$ cat src/hdl/lpm_pkg.sv
`timescale 1ns / 1ps

package lpm_pkg;

	localparam logic [7:0] SYM_ONE = 8'h5F;  // '_'
	localparam logic [7:0] SYM_ANY = 8'h25;  // '%'

	typedef enum logic [1:0] {
		MODE_APPEND = 2'd0,
		MODE_TEXT   = 2'd1,
		MODE_END    = 2'd2,
		MODE_CLEAR  = 2'd3
	} mode_t;

	typedef struct packed {
		mode_t      mode;
		logic [7:0] symbol;
	} item_t;

	typedef struct packed {
		logic matched;
		logic pattern_overflow;
	} result_t;

	// what one position hands to the next one up the row
	typedef struct packed {
		logic act;    // current column bit
		logic nxt;    // column bit after this text byte
		logic start;  // re-armed column bit
		logic used;   // position holds a pattern symbol
	} link_t;

endpackage

$ cat src/hdl/lpm_cell.sv
`timescale 1ns / 1ps

module lpm_cell (
	input  logic           clk,
	input  logic           arst_n,
	input  logic           take,
	input  lpm_pkg::item_t item,
	input  lpm_pkg::link_t left,
	output lpm_pkg::link_t right
);

	logic [7:0] pat_q;
	logic       used_q;
	logic       act_q;

	logic       write_here;
	logic       eff_used;
	logic [7:0] eff_pat;
	logic       start;
	logic       nxt;

	// first free position takes the appended symbol
	assign write_here = (item.mode == lpm_pkg::MODE_APPEND) && left.used && !used_q;
	assign eff_used   = (item.mode == lpm_pkg::MODE_CLEAR) ? 1'b0 : (used_q | write_here);
	assign eff_pat    = write_here ? item.symbol : pat_q;
	assign start      = left.start && eff_used && (eff_pat == lpm_pkg::SYM_ANY);

	always_comb begin
		if (!used_q) begin
			nxt = 1'b0;
		end else if (pat_q == lpm_pkg::SYM_ANY) begin
			nxt = left.nxt | act_q;
		end else if (pat_q == lpm_pkg::SYM_ONE || pat_q == item.symbol) begin
			nxt = left.act;
		end else begin
			nxt = 1'b0;
		end
	end

	always_ff @(posedge clk) begin
		if (take && write_here) begin
			pat_q <= item.symbol;
		end
	end

	always_ff @(posedge clk or negedge arst_n) begin
		if (!arst_n) begin
			used_q <= 1'b0;
			act_q  <= 1'b0;
		end else if (take) begin
			if (item.mode == lpm_pkg::MODE_CLEAR) begin
				used_q <= 1'b0;
			end else if (write_here) begin
				used_q <= 1'b1;
			end
			act_q <= (item.mode == lpm_pkg::MODE_TEXT) ? nxt : start;
		end
	end

	assign right.act   = act_q;
	assign right.nxt   = nxt;
	assign right.start = start;
	assign right.used  = used_q;

endmodule

$ cat src/hdl/like_pattern_match.sv
`timescale 1ns / 1ps

// SQL LIKE matcher: '_' matches one byte, '%' any run of bytes.
// Input channel (item_valid / item_stall / item) carries one transaction per
// cycle when not stalled: append a pattern byte, feed a text byte, end the
// text, or clear the pattern. Only an end-of-text transaction yields a result,
// on the output channel (result_valid / result_stall / result): matched and
// the sticky pattern_overflow flag (set when an append finds all PATTERN_MAX
// positions in use, cleared by a clear transaction).
// Throughput is one transaction per cycle while item_stall is low. Each result
// is registered when its end-of-text transaction is taken. The cycle time is
// set by the carry ripple of the '%' closure through the PATTERN_MAX cells.
// The result side has a two-entry buffer: with one result waiting, input
// transactions are still taken; item_stall rises only while a second result
// is held, and drops once the receiver takes the first.
// Reset empties the pattern, clears the overflow flag and arms the column
// with only position zero set; pattern bytes are not cleared.

module like_pattern_match #(
	parameter int PATTERN_MAX = 32
) (
	input  logic             clk,
	input  logic             arst_n,
	input  logic             item_valid,
	output logic             item_stall,
	input  lpm_pkg::item_t   item,
	output logic             result_valid,
	input  logic             result_stall,
	output lpm_pkg::result_t result
);

	lpm_pkg::link_t links [0:PATTERN_MAX];

	logic take;
	logic act0_q;
	logic overflow_q;
	logic full;
	logic matched;

	logic [PATTERN_MAX+1:0] used_v;
	logic [PATTERN_MAX:0]   act_v;
	logic [PATTERN_MAX:0]   sel;

	lpm_pkg::result_t res;
	lpm_pkg::result_t skid_q;
	logic             skid_valid_q;
	logic             out_valid_q;
	lpm_pkg::result_t out_q;
	logic             out_fire;
	logic             res_valid;

	assign take = item_valid && !item_stall;

	assign links[0].act   = act0_q;
	assign links[0].nxt   = 1'b0;
	assign links[0].start = 1'b1;
	assign links[0].used  = 1'b1;

	for (genvar j = 0; j < PATTERN_MAX; j++) begin : g_cell
		lpm_cell u_cell (
			.clk    (clk),
			.arst_n (arst_n),
			.take   (take),
			.item   (item),
			.left   (links[j]),
			.right  (links[j+1])
		);
	end

	assign full = links[PATTERN_MAX].used;

	// column bit at the pattern length: last used position
	always_comb begin
		used_v[PATTERN_MAX+1] = 1'b0;
		for (int j = 0; j <= PATTERN_MAX; j++) begin
			used_v[j] = links[j].used;
			act_v[j]  = links[j].act;
		end
		for (int j = 0; j <= PATTERN_MAX; j++) begin
			sel[j] = act_v[j] & used_v[j] & ~used_v[j+1];
		end
	end

	assign matched = |sel;

	always_ff @(posedge clk or negedge arst_n) begin
		if (!arst_n) begin
			act0_q     <= 1'b1;
			overflow_q <= 1'b0;
		end else if (take) begin
			act0_q <= (item.mode != lpm_pkg::MODE_TEXT);
			if (item.mode == lpm_pkg::MODE_CLEAR) begin
				overflow_q <= 1'b0;
			end else if (item.mode == lpm_pkg::MODE_APPEND && full) begin
				overflow_q <= 1'b1;
			end
		end
	end

	assign res_valid            = take && (item.mode == lpm_pkg::MODE_END);
	assign res.matched          = matched;
	assign res.pattern_overflow = overflow_q;
	assign out_fire             = out_valid_q && !result_stall;

	always_ff @(posedge clk or negedge arst_n) begin
		if (!arst_n) begin
			out_valid_q  <= 1'b0;
			skid_valid_q <= 1'b0;
		end else if (skid_valid_q) begin
			if (out_fire) begin
				skid_valid_q <= 1'b0;
			end
		end else if (res_valid) begin
			if (out_valid_q && !out_fire) begin
				skid_valid_q <= 1'b1;
			end else begin
				out_valid_q <= 1'b1;
			end
		end else if (out_fire) begin
			out_valid_q <= 1'b0;
		end
	end

	always_ff @(posedge clk) begin
		if (skid_valid_q) begin
			if (out_fire) begin
				out_q <= skid_q;
			end
		end else if (res_valid) begin
			if (out_valid_q && !out_fire) begin
				skid_q <= res;
			end else begin
				out_q <= res;
			end
		end
	end

	assign item_stall   = skid_valid_q;
	assign result_valid = out_valid_q;
	assign result       = out_q;

endmodule

$ cat config.mk
export PLATFORM = sky130hd
export DESIGN_NAME = like_pattern_match
export DESIGN_NICKNAME = d
export VERILOG_FILES = /design/src/hdl/lpm_pkg.sv /design/src/hdl/lpm_cell.sv /design/src/hdl/like_pattern_match.sv
export SDC_FILE = /design/constraint.sdc
export NUM_CORES = 1
export LEC_CHECK = 0
export BUFFER_PORTS_ARGS = -buffer_cell sky130_fd_sc_hd__buf_2
export CAP_MARGIN = 20
export CORE_MARGIN = 2
export CORE_UTILIZATION = 56
export CTS_CLUSTER_DIAMETER = 30
export DETAILED_ROUTE_END_ITERATION = 12
export PLACE_DENSITY = 0.69
export SLEW_MARGIN = 10
export SYNTH_ARGS = -nofsm -noshare
export SYNTH_HDL_FRONTEND = slang
export SYNTH_SLANG_ARGS = --single-unit
$ cat constraint.sdc
create_clock -name clk -period 9.8 [get_ports clk]
set_input_delay 1.47 -clock clk [delete_from_list [all_inputs] [get_ports clk]]
set_output_delay 1.47 -clock clk [all_outputs]
set_load 0.02 [all_outputs]
==> results.md <==
- WHS Path Cells: 2
- Most used DFF post-synth: edfxtp_1
- Final core occ: 66.8%
- Final setup vio count: 0
- Hold WC Path Type: register to register
- Die width: 180 um
- Die height: 180 um
- Slew Viols, Final: 0
- R2r setup slk: 5.39 ns
- Mapped Cells: 1527
- EDFF count, synth: 260
- PwrDens: 220 mW/mm^2
- Register Area: 0.00951 mm^2
- Fin Hold WS: 0.522 ns
- Hold path startpoint: g_cell[24].u_cell.used_q$_DFFE_PN0P_
- DRC violations left: 0
- Core area: 0.0306 mm^2
- Initial antenna violation count: 1
- FF-to-FF path depth: 10
- Fraction of layout cells with a size suffix above 1: 13.0%
- # Post-CTS Setup Buffers: 0
- GRT Overall Usage: 28.1%
- FF+latch count, synth: 328
- Final Critical Period: 5.18 ns
- Gr ovfl total: 0
- DRT antenna net count: 0
- TritonCTS clock tree: yes
- I/O Pins: 18
- Crit Path Category: input pin to register
- Wire per inst: 22.6 um
- Input/output buffers: 17
- Leakage Power: 6.68 nW
- Worst IR Drop VDD: 0.166 mV
- Initial Utilization: 56.9%
- Area growth syn-to-layout: 17.3%
- FF-to-FF Start: g_cell[16].u_cell.pat_q[3]$_DFFE_PP_
- Yosys cell types: 77
- Drt total wl: 45.8 mm
- Worst path required time: 10.27 ns
- Via count: 13.0k
- Cts hold-fix bufs: 0
- First-pass GRT wire length: 71.8 mm
- Critical path fanouts, max: 35
- Slew of the pin with the lowest slew margin: 0.998 ns
- Area of the multi-input gates: 0.00759 mm^2
- Root Buffer: clkbuf_16
- FMAX: 0.193 GHz
- DP HPWL: 30.0 mm
- Clock Skews: 0.0389 ns
- Initial drt markers: 1046
- Clk_lat worst skew: 0.57 ns
- Vias/cell: 6.40
- CP Capture Type: register
- Net Count, Synth: 1541
- Htree depth: 3
- Final Net Count: 1590
- Fillers: 2289
- Row Count: 64
- Endpoints failing hold: 0
- CTS Buffer Depth: 3
- Worst hold path endpoint: g_cell[24].u_cell.used_q$_DFFE_PN0P_
- Syn. warnings: 0
- Post-route clock period utilization: 52.9%
- Vias in the first global route: 13.1k
- Asr flop ratio synth: 20.7%
- Layout Cell Area excl Fill: 0.0204 mm^2
- CTS Sinks: 328
- First-pass DRT Iterations: 5
- Reg2reg end: g_cell[31].u_cell.act_q$_DFFE_PN0P_
- Mean Syn Cell Area: 11.4 um^2
- Fin Setup TNS: 0 ns
- Post-Syn Area: 0.0174 mm^2
- Largest net degree at the start of global routing: 69
- CTS buffer count: 71
- GP Congestion: 0.980
- Startpoint types: input pin
- Status: completed
- Post-DP Area: 0.0179 mm^2
- DIE AREA: 0.0325 mm^2
- Worst Path Arrival: 5.65 ns
- Clock Pin Slew Worst Setup and Hold Paths: 0.04 ns
- Pwr Total: 4.49 mW
- Max Cap Viol: 0
- Cts repair resizes: 0
- Post-synthesis sequential area ratio: 54.6%
- RSZ-0062 raised after global routing: no
- Slew margin rel.: 33.4%
## worst max-delay path by stage
stage,cells past startpoint,startpoint,to
after floorplan,11,item[4],g_cell[30].u_cell.act_q$_DFFE_PN0P_
after global placement,11,item[5],g_cell[23].u_cell.act_q$_DFFE_PN0P_
after detailed placement,11,item[5],g_cell[23].u_cell.act_q$_DFFE_PN0P_
after CTS,10,item[5],g_cell[30].u_cell.act_q$_DFFE_PN0P_
after global routing,11,item[5],g_cell[23].u_cell.act_q$_DFFE_PN0P_
final,11,item[5],g_cell[23].u_cell.act_q$_DFFE_PN0P_
## synthesized netlist by cell type, drive strengths merged, types with 24 or more instances
cell type	n	share of area, %
nand3b	31	1.3
nand4	58	2.1
nor2b	27	0.97
nand2	72	1.6
nor2	133	2.9
xnor2	200	10
dfrtp	67	9.6
nor4	35	1.3
o21ai	43	1.2
or4b	24	1.4
nor3	49	1.4
a21oi	35	1.0
clkbuf	40	0.86
xor2	56	2.8
edfxtp	260	45
## flip-flops by register name, summed over array words and instances, names as in the netlist
register / flops
g_cell.u_cell.pat_q: 256
result_valid: 1
act0_q: 1
g_cell.u_cell.act_q: 32
g_cell.u_cell.used_q: 32
overflow_q: 1
item_stall: 1
skid_q: 2
result: 2
## logic make-up (layout without fill, tap and decap cells)
logic type / after synthesis / after routing / share of synthesized area [%]
muxes: 17 / 17 / 1.07
buffers and inverters: 86 / 192 / 1.90
AOI/OAI and AO/OA: 241 / 241 / 9.69
DFF: 328 / 328 / 54.6
other: 0 / 1 / 0
xor gates and xnor gates: 256 / 256 / 12.9
and+or+nand+nor: 599 / 599 / 19.8
## metal layers
| layer | global-route usage [%] | up-vias | routed length [um] |
|---|---|---|---|
| li1 | - | 5900 | - |
| met1 | 38.3 | 6422 | 20000 |
| met2 | 43.9 | 539 | 20900 |
| met3 | 5.40 | 123 | 3230 |
| met4 | 12.5 | 0 | 1710 |
| met5 | 0 | - | 0 |
## through the flow
step / setup slack [ns] / std cells
after floorplan: 4.91 / 1527
after global placement: 4.21 / 1895
after detailed placement: 4.16 / 1897
after CTS: 4.73 / 2027
after global routing: 4.40 / 2029
final: 4.62 / 2030
## report_power, final
part / leakage, nW / switching, mW / total (mW) / internal (mW)
Sequential: 3.24 / 0.121 / 1.72 / 1.60
Clock: 1.20 / 0.784 / 2.40 / 1.62
Combinational: 2.25 / 0.236 / 0.370 / 0.134
## cell usage in the layout, fill, tap and decap left out, types with 9 or more instances in the layout
cell type and count:
edfxtp_1 260, xnor2_1 200, nor2_1 132, nand2_1 72, clkbuf_16 71, dfrtp_1 67
nand4_1 58, xor2_1 56, nor3_1 47, o21ai_0 43, a21oi_1 35, nor4_1 35
nand3b_1 31, buf_4 27, nor2b_1 25, inv_1 23, and3_1 22, nand3_1 22
or4b_2 22, nand2b_1 20, nand4b_1 20, or3_1 19, a31oi_1 18, o22ai_1 17
o211ai_1 15, nor3b_1 13, mux2_2 13, clkinv_2 11, buf_2 11, a22o_1 10
and4b_1 10, nor4b_1 10, a22oi_1 9, o21a_1 9, clkbuf_1 9, bufinv_16 9
## worst max-delay path, stage by stage
cell	delay [ns]
buf_4	0.41
or4b_1	0.62
or3_1	0.62
or3_1	0.39
a21o_1	0.21
nor4b_1	0.44
and3_1	0.36
nor4b_2	0.63
nor4b_1	0.30
a21oi_1	0.06
o21ai_0	0.08
## layout make-up
| cell class | instances | share of cell area [%] |
|---|---|---|
| repair buffers | 39 | 1.30 |
| inverters | 23 | 0.423 |
| well taps | 396 | 2.43 |
| diodes | 1 | 0.0123 |
| multi-input cells | 1113 | 37.2 |
| clock buffers | 85 | 9.20 |
| clock inverters | 45 | 2.90 |
| flip-flops and latches | 328 | 46.6 |
Note: power is estimated with default switching activity, not from simulation.
